--- src/rlepid_pkg.sv ---
`timescale 1ns / 1ps

package rlepid_pkg;

   localparam int ADDR_W     = 16;
   localparam int START_W    = 15;
   localparam int PPL_W      = 8;
   localparam int COORD_W    = 9;
   localparam int COLOUR_W   = 4;
   localparam int CSR_ADDR_W = 3;
   localparam int CSR_DATA_W = 32;

   localparam logic [ADDR_W-1:0]  LINE_BYTES  = 16'd160;
   localparam logic [15:0]        RECIP5      = 16'd52429;
   localparam logic [START_W-1:0] START_RESET = 15'd0;
   localparam logic [PPL_W-1:0]   PPL_RESET   = 8'd1;

   localparam logic [1:0] MODE_HEADER  = 2'd0;
   localparam logic [1:0] MODE_LITERAL = 2'd1;
   localparam logic [1:0] MODE_REPEAT  = 2'd2;

   localparam logic [0:0] REG_START_ADDRESS     = 1'b0;
   localparam logic [0:0] REG_PATTERNS_PER_LINE = 1'b1;

   typedef struct packed {
      logic [START_W-1:0] start_address;
      logic [PPL_W-1:0]   patterns_per_line;
      logic               restart;
   } cfg_type;

   function automatic logic [COLOUR_W-1:0] reverse4(input logic [COLOUR_W-1:0] v);
      return {v[0], v[1], v[2], v[3]};
   endfunction

endpackage

--- src/rlepid_if.sv ---
`timescale 1ns / 1ps

interface rlepid_req_if;
   logic       valid;
   logic       ready;
   logic [7:0] stream_byte;
   logic       end_of_image;

   modport source (output valid, output stream_byte, output end_of_image, input ready);
   modport sink   (input valid, input stream_byte, input end_of_image, output ready);
endinterface

interface rlepid_rsp_if;
   logic       valid;
   logic       ready;
   logic [8:0] first_x;
   logic [8:0] first_y;
   logic [3:0] first_left_colour;
   logic [3:0] first_right_colour;
   logic       second_valid;
   logic [8:0] second_x;
   logic [8:0] second_y;
   logic [3:0] second_left_colour;
   logic [3:0] second_right_colour;
   logic       run_last;

   modport source (output valid, output first_x, output first_y, output first_left_colour,
                   output first_right_colour, output second_valid, output second_x,
                   output second_y, output second_left_colour, output second_right_colour,
                   output run_last, input ready);
   modport sink   (input valid, input first_x, input first_y, input first_left_colour,
                   input first_right_colour, input second_valid, input second_x,
                   input second_y, input second_left_colour, input second_right_colour,
                   input run_last, output ready);
endinterface

--- src/rle_planar_image_decoder.sv ---
`timescale 1ns / 1ps

// Run-length planar image decoder.
// req_chan takes one compressed stream byte per transfer, with end_of_image
// on the last byte of an image. rsp_chan gives drawn patterns, up to two per
// transfer, run_last marking the last transfer caused by a byte.
// Header bytes give no result and leave req_chan ready for the next byte. Each
// pattern byte goes through the shared position unit (quotient by 160, then
// remainder and x); a repeat byte's patterns are paired, and each result
// transfer waits in its output state until rsp_chan takes it.
// req_chan.ready is low while a byte is being expanded.
// If rsp_chan.ready is low, the result holds and the sequencer waits.
// The csr_ port holds start_address (0x0) and patterns_per_line (0x4); a
// write restarts the image at the header and the start address.
// Reset is synchronous: registers return to start 0 and one pattern per
// line, the decoder expects a header, and no result is pending.
module rle_planar_image_decoder import rlepid_pkg::*; (
   input  logic                  clock,
   input  logic                  reset,
   rlepid_req_if.sink            req_chan,
   rlepid_rsp_if.source          rsp_chan,
   input  logic                  csr_psel,
   input  logic                  csr_penable,
   input  logic                  csr_pwrite,
   input  logic [CSR_ADDR_W-1:0] csr_paddr,
   input  logic [CSR_DATA_W-1:0] csr_pwdata,
   output logic [CSR_DATA_W-1:0] csr_prdata,
   output logic                  csr_pready
);

   localparam logic [1:0] S_IDLE = 2'd0;
   localparam logic [1:0] S_DIV  = 2'd1;
   localparam logic [1:0] S_DRAW = 2'd2;
   localparam logic [1:0] S_OUT  = 2'd3;

   cfg_type cfg;

   logic [1:0]         state_ff, state_in;
   logic [1:0]         mode_ff, mode_in;
   logic [7:0]         rr_ff, rr_in;
   logic [ADDR_W-1:0]  addr_ff, addr_in;
   logic [ADDR_W-1:0]  ls_ff, ls_in;
   logic               low_ff, low_in;
   logic [PPL_W-1:0]   pll_ff, pll_in;
   logic [7:0]         byte_ff, byte_in;
   logic               eoi_ff, eoi_in;
   logic [6:0]         cnt_ff, cnt_in;
   logic               slot_ff, slot_in;
   logic [COORD_W-1:0] pos_x, pos_y;
   logic [PPL_W-1:0]   pll_dec;
   logic [ADDR_W-1:0]  ls_next;
   logic               accept, last;

   logic [COORD_W-1:0]  fx_ff, fx_in, fy_ff, fy_in, sx_ff, sx_in, sy_ff, sy_in;
   logic [COLOUR_W-1:0] fl_ff, fl_in, fr_ff, fr_in, sl_ff, sl_in, sr_ff, sr_in;
   logic                sv_ff, sv_in, rl_ff, rl_in;

   rlepid_csr u_csr (
      .clock       (clock),
      .reset       (reset),
      .csr_psel    (csr_psel),
      .csr_penable (csr_penable),
      .csr_pwrite  (csr_pwrite),
      .csr_paddr   (csr_paddr),
      .csr_pwdata  (csr_pwdata),
      .csr_prdata  (csr_prdata),
      .csr_pready  (csr_pready),
      .cfg         (cfg)
   );

   rlepid_pos u_pos (
      .clock    (clock),
      .addr     (addr_ff),
      .low_half (low_ff),
      .x        (pos_x),
      .y        (pos_y)
   );

   assign req_chan.ready = (state_ff == S_IDLE);
   assign accept         = req_chan.valid && req_chan.ready;
   assign last           = (cnt_ff == 7'd0);
   assign pll_dec        = pll_ff - 8'd1;
   assign ls_next        = ls_ff + LINE_BYTES;

   always_comb begin
      state_in = state_ff;
      mode_in  = mode_ff;
      rr_in    = rr_ff;
      addr_in  = addr_ff;
      ls_in    = ls_ff;
      low_in   = low_ff;
      pll_in   = pll_ff;
      byte_in  = byte_ff;
      eoi_in   = eoi_ff;
      cnt_in   = cnt_ff;
      slot_in  = slot_ff;
      fx_in = fx_ff; fy_in = fy_ff; fl_in = fl_ff; fr_in = fr_ff;
      sx_in = sx_ff; sy_in = sy_ff; sl_in = sl_ff; sr_in = sr_ff;
      sv_in = sv_ff; rl_in = rl_ff;

      case (state_ff)
         S_IDLE: begin
            if (accept) begin
               byte_in = req_chan.stream_byte;
               eoi_in  = req_chan.end_of_image;
               slot_in = 1'b0;
               case (mode_ff)
                  MODE_LITERAL: begin
                     cnt_in   = 7'd0;
                     state_in = S_DIV;
                  end
                  MODE_REPEAT: begin
                     cnt_in   = rr_ff[6:0];
                     state_in = S_DIV;
                  end
                  default: begin
                     if (req_chan.stream_byte[7]) begin
                        mode_in = MODE_REPEAT;
                        rr_in   = {1'b0, req_chan.stream_byte[6:0]};
                     end else begin
                        mode_in = MODE_LITERAL;
                        rr_in   = req_chan.stream_byte;
                     end
                  end
               endcase
            end
         end
         S_DIV: begin
            state_in = S_DRAW;
         end
         S_DRAW: begin
            if (!slot_ff) begin
               fx_in = pos_x;
               fy_in = pos_y;
               fl_in = reverse4(byte_ff[7:4]);
               fr_in = reverse4(byte_ff[3:0]);
               sv_in = 1'b0;
               sx_in = '0; sy_in = '0; sl_in = '0; sr_in = '0;
            end else begin
               sv_in = 1'b1;
               sx_in = pos_x;
               sy_in = pos_y;
               sl_in = reverse4(byte_ff[7:4]);
               sr_in = reverse4(byte_ff[3:0]);
            end
            if (low_ff) begin
               addr_in = addr_ff + (addr_ff[0] ? 16'd7 : 16'd1);
            end
            low_in = !low_ff;
            pll_in = pll_dec;
            if (pll_dec == 8'd0) begin
               ls_in   = ls_next;
               addr_in = ls_next;
               low_in  = 1'b0;
               pll_in  = cfg.patterns_per_line;
            end
            if (!last) begin
               cnt_in = cnt_ff - 7'd1;
            end
            if (slot_ff || last) begin
               rl_in    = last;
               slot_in  = 1'b0;
               state_in = S_OUT;
            end else begin
               slot_in  = 1'b1;
               state_in = S_DIV;
            end
         end
         S_OUT: begin
            if (rsp_chan.ready) begin
               if (rl_ff) begin
                  state_in = S_IDLE;
                  if (mode_ff == MODE_LITERAL && rr_ff != 8'd0) begin
                     rr_in = rr_ff - 8'd1;
                  end else begin
                     mode_in = MODE_HEADER;
                     rr_in   = 8'd0;
                  end
               end else begin
                  state_in = S_DIV;
               end
            end
         end
         default: state_in = S_IDLE;
      endcase

      // end of image after the byte is done, or a register write
      if ((accept && mode_ff != MODE_LITERAL && mode_ff != MODE_REPEAT &&
           req_chan.end_of_image) ||
          (state_ff == S_OUT && rsp_chan.ready && rl_ff && eoi_ff) || cfg.restart) begin
         mode_in = MODE_HEADER;
         rr_in   = 8'd0;
         addr_in = ADDR_W'(cfg.start_address);
         ls_in   = ADDR_W'(cfg.start_address);
         low_in  = 1'b0;
         pll_in  = cfg.patterns_per_line;
      end
   end

   always_ff @(posedge clock) begin
      if (reset) begin
         state_ff <= S_IDLE;
         mode_ff  <= MODE_HEADER;
         rr_ff    <= 8'd0;
         addr_ff  <= ADDR_W'(START_RESET);
         ls_ff    <= ADDR_W'(START_RESET);
         low_ff   <= 1'b0;
         pll_ff   <= PPL_RESET;
         cnt_ff   <= 7'd0;
         slot_ff  <= 1'b0;
      end else begin
         state_ff <= state_in;
         mode_ff  <= mode_in;
         rr_ff    <= rr_in;
         addr_ff  <= addr_in;
         ls_ff    <= ls_in;
         low_ff   <= low_in;
         pll_ff   <= pll_in;
         cnt_ff   <= cnt_in;
         slot_ff  <= slot_in;
      end
   end

   always_ff @(posedge clock) begin
      byte_ff <= byte_in;
      eoi_ff  <= eoi_in;
      fx_ff <= fx_in; fy_ff <= fy_in; fl_ff <= fl_in; fr_ff <= fr_in;
      sx_ff <= sx_in; sy_ff <= sy_in; sl_ff <= sl_in; sr_ff <= sr_in;
      sv_ff <= sv_in; rl_ff <= rl_in;
   end

   assign rsp_chan.valid               = (state_ff == S_OUT);
   assign rsp_chan.first_x             = fx_ff;
   assign rsp_chan.first_y             = fy_ff;
   assign rsp_chan.first_left_colour   = fl_ff;
   assign rsp_chan.first_right_colour  = fr_ff;
   assign rsp_chan.second_valid        = sv_ff;
   assign rsp_chan.second_x            = sx_ff;
   assign rsp_chan.second_y            = sy_ff;
   assign rsp_chan.second_left_colour  = sl_ff;
   assign rsp_chan.second_right_colour = sr_ff;
   assign rsp_chan.run_last            = rl_ff;

endmodule

--- src/rlepid_csr.sv ---
`timescale 1ns / 1ps

module rlepid_csr import rlepid_pkg::*; (
   input  logic                  clock,
   input  logic                  reset,
   input  logic                  csr_psel,
   input  logic                  csr_penable,
   input  logic                  csr_pwrite,
   input  logic [CSR_ADDR_W-1:0] csr_paddr,
   input  logic [CSR_DATA_W-1:0] csr_pwdata,
   output logic [CSR_DATA_W-1:0] csr_prdata,
   output logic                  csr_pready,
   output cfg_type               cfg
);

   logic [START_W-1:0] start_ff, start_in;
   logic [PPL_W-1:0]   ppl_ff, ppl_in;
   logic               wr_en;

   assign csr_pready = 1'b1;
   assign wr_en      = csr_psel && csr_penable && csr_pwrite;

   always_comb begin
      start_in = start_ff;
      ppl_in   = ppl_ff;
      if (wr_en) begin
         case (csr_paddr[2])
            REG_START_ADDRESS:     start_in = csr_pwdata[START_W-1:0];
            REG_PATTERNS_PER_LINE: ppl_in   = csr_pwdata[PPL_W-1:0];
            default:               start_in = start_ff;
         endcase
      end
   end

   always_ff @(posedge clock) begin
      if (reset) begin
         start_ff <= START_RESET;
         ppl_ff   <= PPL_RESET;
      end else begin
         start_ff <= start_in;
         ppl_ff   <= ppl_in;
      end
   end

   always_comb begin
      case (csr_paddr[2])
         REG_START_ADDRESS:     csr_prdata = CSR_DATA_W'(start_ff);
         REG_PATTERNS_PER_LINE: csr_prdata = CSR_DATA_W'(ppl_ff);
         default:               csr_prdata = '0;
      endcase
   end

   // restart uses the values being written this cycle
   assign cfg.start_address     = start_in;
   assign cfg.patterns_per_line = ppl_in;
   assign cfg.restart           = wr_en;

endmodule

--- src/rlepid_pos.sv ---
`timescale 1ns / 1ps

// address to screen position: quotient registered, then remainder and x
module rlepid_pos import rlepid_pkg::*; (
   input  logic               clock,
   input  logic [ADDR_W-1:0]  addr,
   input  logic               low_half,
   output logic [COORD_W-1:0] x,
   output logic [COORD_W-1:0] y
);

   logic [10:0]        blk;
   logic [26:0]        prod;
   logic [COORD_W-1:0] q_ff, q_in;
   logic [ADDR_W-1:0]  q_line, rem16;
   logic [7:0]         rem;

   // addr/160 = (addr>>5)/5, reciprocal exact for this range
   assign blk  = addr[ADDR_W-1:5];
   assign prod = 27'(blk) * 27'(RECIP5);
   assign q_in = prod[26:18];

   always_ff @(posedge clock) begin
      q_ff <= q_in;
   end

   assign q_line = (ADDR_W'(q_ff) << 7) + (ADDR_W'(q_ff) << 5);
   assign rem16  = addr - q_line;
   assign rem    = rem16[7:0];

   assign x = {rem, 1'b0} + (addr[0] ? 9'd6 : 9'd0) + (low_half ? 9'd4 : 9'd0);
   assign y = q_ff;

endmodule

--- src/flat_wrapper.sv ---
// flat-port wrapper written by rule: the top's interface ports become plain ports
module rle_planar_image_decoder_flat import rlepid_pkg::*;
  (clock, reset, csr_psel, csr_penable, csr_pwrite, csr_paddr, csr_pwdata, csr_prdata, csr_pready, req_chan_valid, req_chan_stream_byte, req_chan_end_of_image, req_chan_ready, rsp_chan_valid, rsp_chan_first_x, rsp_chan_first_y, rsp_chan_first_left_colour, rsp_chan_first_right_colour, rsp_chan_second_valid, rsp_chan_second_x, rsp_chan_second_y, rsp_chan_second_left_colour, rsp_chan_second_right_colour, rsp_chan_run_last, rsp_chan_ready);
  rlepid_req_if req_chan_i ();
  rlepid_rsp_if rsp_chan_i ();
  input  logic clock;
  input  logic reset;
  input  logic csr_psel;
  input  logic csr_penable;
  input  logic csr_pwrite;
  input  logic [CSR_ADDR_W-1:0] csr_paddr;
  input  logic [CSR_DATA_W-1:0] csr_pwdata;
  output logic [CSR_DATA_W-1:0] csr_prdata;
  output logic csr_pready;
  input wire logic [$bits(req_chan_i.valid)-1:0] req_chan_valid;
  input wire logic [$bits(req_chan_i.stream_byte)-1:0] req_chan_stream_byte;
  input wire logic [$bits(req_chan_i.end_of_image)-1:0] req_chan_end_of_image;
  output wire logic [$bits(req_chan_i.ready)-1:0] req_chan_ready;
  output wire logic [$bits(rsp_chan_i.valid)-1:0] rsp_chan_valid;
  output wire logic [$bits(rsp_chan_i.first_x)-1:0] rsp_chan_first_x;
  output wire logic [$bits(rsp_chan_i.first_y)-1:0] rsp_chan_first_y;
  output wire logic [$bits(rsp_chan_i.first_left_colour)-1:0] rsp_chan_first_left_colour;
  output wire logic [$bits(rsp_chan_i.first_right_colour)-1:0] rsp_chan_first_right_colour;
  output wire logic [$bits(rsp_chan_i.second_valid)-1:0] rsp_chan_second_valid;
  output wire logic [$bits(rsp_chan_i.second_x)-1:0] rsp_chan_second_x;
  output wire logic [$bits(rsp_chan_i.second_y)-1:0] rsp_chan_second_y;
  output wire logic [$bits(rsp_chan_i.second_left_colour)-1:0] rsp_chan_second_left_colour;
  output wire logic [$bits(rsp_chan_i.second_right_colour)-1:0] rsp_chan_second_right_colour;
  output wire logic [$bits(rsp_chan_i.run_last)-1:0] rsp_chan_run_last;
  input wire logic [$bits(rsp_chan_i.ready)-1:0] rsp_chan_ready;
  assign req_chan_i.valid = req_chan_valid;
  assign req_chan_i.stream_byte = req_chan_stream_byte;
  assign req_chan_i.end_of_image = req_chan_end_of_image;
  assign req_chan_ready = req_chan_i.ready;
  assign rsp_chan_valid = rsp_chan_i.valid;
  assign rsp_chan_first_x = rsp_chan_i.first_x;
  assign rsp_chan_first_y = rsp_chan_i.first_y;
  assign rsp_chan_first_left_colour = rsp_chan_i.first_left_colour;
  assign rsp_chan_first_right_colour = rsp_chan_i.first_right_colour;
  assign rsp_chan_second_valid = rsp_chan_i.second_valid;
  assign rsp_chan_second_x = rsp_chan_i.second_x;
  assign rsp_chan_second_y = rsp_chan_i.second_y;
  assign rsp_chan_second_left_colour = rsp_chan_i.second_left_colour;
  assign rsp_chan_second_right_colour = rsp_chan_i.second_right_colour;
  assign rsp_chan_run_last = rsp_chan_i.run_last;
  assign rsp_chan_i.ready = rsp_chan_ready;
  rle_planar_image_decoder u_core (.clock(clock), .reset(reset), .req_chan(req_chan_i), .rsp_chan(rsp_chan_i), .csr_psel(csr_psel), .csr_penable(csr_penable), .csr_pwrite(csr_pwrite), .csr_paddr(csr_paddr), .csr_pwdata(csr_pwdata), .csr_prdata(csr_prdata), .csr_pready(csr_pready));
endmodule
--- config.mk ---
export PLATFORM = sky130hd
export DESIGN_NAME = rle_planar_image_decoder_flat
export DESIGN_NICKNAME = d
export VERILOG_FILES = /design/src/rlepid_pkg.sv /design/src/rlepid_if.sv /design/src/rle_planar_image_decoder.sv /design/src/rlepid_csr.sv /design/src/rlepid_pos.sv /design/src/flat_wrapper.sv
export SDC_FILE = /design/constraint.sdc
export NUM_CORES = 1
export LEC_CHECK = 0
export BUFFER_PORTS_ARGS = -buffer_cell sky130_fd_sc_hd__buf_2
export CORE_UTILIZATION = 40
export DETAILED_ROUTE_END_ITERATION = 6
export HOLD_SLACK_MARGIN = 0.03
export SETUP_SLACK_MARGIN = 0.3
export SYNTH_ARGS = -nofsm -noshare
export SYNTH_HDL_FRONTEND = slang
export SYNTH_SLANG_ARGS = --single-unit
--- constraint.sdc ---
create_clock -name clock -period 4.75 [get_ports clock]
set_clock_uncertainty 0.05 [all_clocks]
set_input_delay 0 -clock clock [delete_from_list [all_inputs] [get_ports clock]]
set_output_delay 0 -clock clock [all_outputs]
set_load 0.02 [all_outputs]
==> results.md <==
- Result of the run: complete, no violations
- Detail Placement HPWL: about 16000 um
- Layout cells sized above 1: 18.9%
- CP Class: flip-flop to flip-flop
- Fin crit share: between 90% and 100%
- Clock latency on the worst-skew pair: between 0.4 and 0.5 ns
- Final setup vio count: 0
- Wirelength per Cell: around 15 um
- Hold Slack: 0.177 ns
- Routability cong.: slightly above 0.9
- Max-cap violations: 0
- Io pins: 140
- Core Util, Final: about half
- First-pass GRT wire length: roughly 37000 um
- Total CTS buffers: 17
- Routed WL: about 22000 um
- Initial Util: a little over 40%
- Die Width: about 160 um
- Root Driver: clkbuf_16
- Cell Area, Synth: 9850 sq um
- Die area: around 25000 sq um
- Port Buffers: 100
- P&R area growth vs syn: 19.0%
- CP cell instances: buf_4 > ha_2 > inv_1 > fa_1 > fa_1 > fa_1 > inv_1 > fa_1 > ha_4 > a21oi_2 > o21bai_1 > buf_4 > nor4_2 > a21oi_2 > a21oi_2 > xnor2_1
- Number of synthesized flops with an enable pin: 61
- Synth top area share: a little under a fifth
- Initial DRC count: 360
- CP max stage cell: fa_1
- CTS clock-pin slew for the worst setup and hold paths: 0.07 ns
- Vias per std cell: 5.07
- Post-route DRC violation count: 0
- Nature of the critical path startpoint: flip-flop
- Critical Path AT: approximately 4.7 ns
- Synth area leaders: dfxtp_1 19%, edfxtp_1 19%, ha_1 12%
- Critical path's largest stage delay: between 0.5 and 0.6 ns
- Core Area: about 24000 sq um
- Slew margin rel.: a little over a third
- Register area share after synthesis: 37.5%
- Initial antenna violation count: 0
- Fmax achieved: around 0.23 GHz
- Most used cell, CP: fa_1
- Cell Pwr Density: approximately 480 nW/um^2
- Final antenna-violating net count: 0
- CP bufs+invs: 4
- Total global routing overflow: 0
- Gate count of the mapped netlist: between 1000 and 1500
- CTS tree: yes
- Yosys cell types: just under 70
- Final Hold Fails: 0
- Die Ht: 159 um
- Antenna Cells: 0
- Ys flop type: dfxtp_1
- DRT Pass-1 Iters: 5
- Worst-path maximum fanout: 4
- Syn avg cell area: 9.71 sq um
- Clock buffer depth: 2
- Max VDD drop: approximately 0.25 mV
- Area leader, netlist: dfxtp_1
- Leakage power: slightly above 5 nW
- Vias in the first global route: 7179
- Worst Tran Pin Value: between 0.9 and 1 ns
- Row cnt: 57
- Tmin final: ~4.4 ns
- Total Routing Usage GR: 17.8%
- Critical Path RT: roughly 5.1 ns
- Crit. End Element: flip-flop
- Max Slew Vio Count: 0
- Seq cells post-synth: 154
- Min-delay worst type: input pin to flip-flop
- CP delay by family, top: adder cells
- Largest net degree at the start of global routing: 70
- Inst Count DP: 1414
- DR vias: roughly 7500
- CTS H-tree depth: 4
- Final cell count without fillers: 1477
- Final TNS setup: 0 ns
- CTS Sinks: roughly 150
- RSZ-0062 raised after global routing: true
- Fin nets: approximately 1300
- Post-synth ARST share: 0%
- Ys Warns: 0
worst paths after layout:
check / cells past startpoint / from / slack, ns / end
worst max-delay path: 16 / u_core.addr_ff[14] / 0.38 / u_core.u_pos.y[3]
worst max register to register: 16 / u_core.addr_ff[14] / 0.38 / u_core.u_pos.y[3]
worst min register to register: 0 / u_core.u_pos.y[6] / 0.38 / u_core.rsp_chan.first_y[6]
worst min-delay path: 3 / reset / 0.18 / u_core.u_csr.start_ff[9]
kinds of logic after synthesis:
group                    share of synthesized area, %
XOR/XNOR                                         4.36
AND/OR/NAND/NOR                                  14.9
AO/OA/AOI/OAI                                    12.6
buffers and inverters                            7.11
flip-flops                                       37.5
other                                          0.0762
adder cells (fa/ha/maj)                          19.7
multiplexers                                     3.76
power by group:
group	internal [mW]	switching, mW	leakage, nW
Clock	0.705	0.622	0.276
Sequential	1.58	0.135	1.31
Combinational	1.07	1.52	3.56
Total	3.36	2.28	5.15
sequential cells by signal, indices dropped and copies added, names as in the netlist, 8 cells and up:
signal                    count
u_core.rr_ff                  8
u_core.u_csr.ppl_ff           8
u_core.u_csr.start_ff        15
u_core.rsp_chan.first_y       9
u_core.ls_ff                 16
u_core.rsp_chan.second_x      8
u_core.u_pos.y                9
u_core.rsp_chan.first_x       8
u_core.pll_ff                 8
u_core.addr_ff               16
u_core.rsp_chan.second_y      9
u_core.byte_ff                8
what timing repair did:
item                       4_1_cts  5_1_grt
hold buffers                    26        0
pin swaps                        2       22
buffers inserted                 1        4
gates resized for setup          7       31
setup endpoints to repair        2        9
hold endpoints to repair        48        0
cell type report:
| cell class | instances | area [sq um] |
|---|---|---|
| Fill cell | 2272 | 12500 |
| Multi-Input combinational cell | 716 | 5710 |
| Sequential cell | 154 | 3700 |
| Timing Repair Buffer | 153 | 963 |
| Clock buffer | 18 | 429 |
| Tap cell | 324 | 405 |
| Inverter | 98 | 368 |
| Clock inverter | 14 | 151 |
stage by stage:
step	power (mW)	area, sq um	setup slack [ns]
final	5.63	11700	0.385
after global routing	6.09	11700	0.212
after CTS	5.46	11500	0.269
after detailed placement	4.09	10700	0.147
after global placement	4.06	10700	0.230
after floorplan	3.49	9920	0.367
cells in the final DEF (no fill, tap or decap), types with 27 or more instances in the layout:
master	n
dfxtp_1	89
a21oi_1	44
ha_1	84
edfxtp_1	61
nand2_1	55
fa_1	37
buf_4	27
nor3_1	27
inv_1	96
buf_2	100
xnor2_1	30
nor2_1	100
and2_1	28
routing by layer:
layer	track usage, %	vias to the layer above	wire length, um
met1	25.4	3526	11100
met3	3.62	21	1020
met2	28.1	190	9980
met5	0	-	0
met4	3.67	0	196
li1	-	3756	-
Yosys cell counts, types with 10 or more instances:
library cell and number:
a21oi_1 48, inv_1 98, clkbuf_1 35, buf_4 20, a21o_1 10, mux2_2 16, mux2i_1 19, and2_1 29
edfxtp_1 61, dfxtp_1 93, a31oi_1 10, nor2_1 101, nor2b_1 16, xnor2_1 30, nand3_1 17, ha_1 91
o21ai_0 22, nand2_1 55, nor3_1 29, fa_1 40, xor2_1 19, a211oi_1 23
worst reg2reg max path: cells and delay by family, from the launching register on:
kind            cells  cell delay, ns
compound gates      4            0.50
flops               1            0.32
fa+ha+maj           6            2.61
buf+inv             4            0.41
xor+xnor            1            0.14
simple gates        1            0.27
Note: power is estimated with default switching activity, not from simulation.
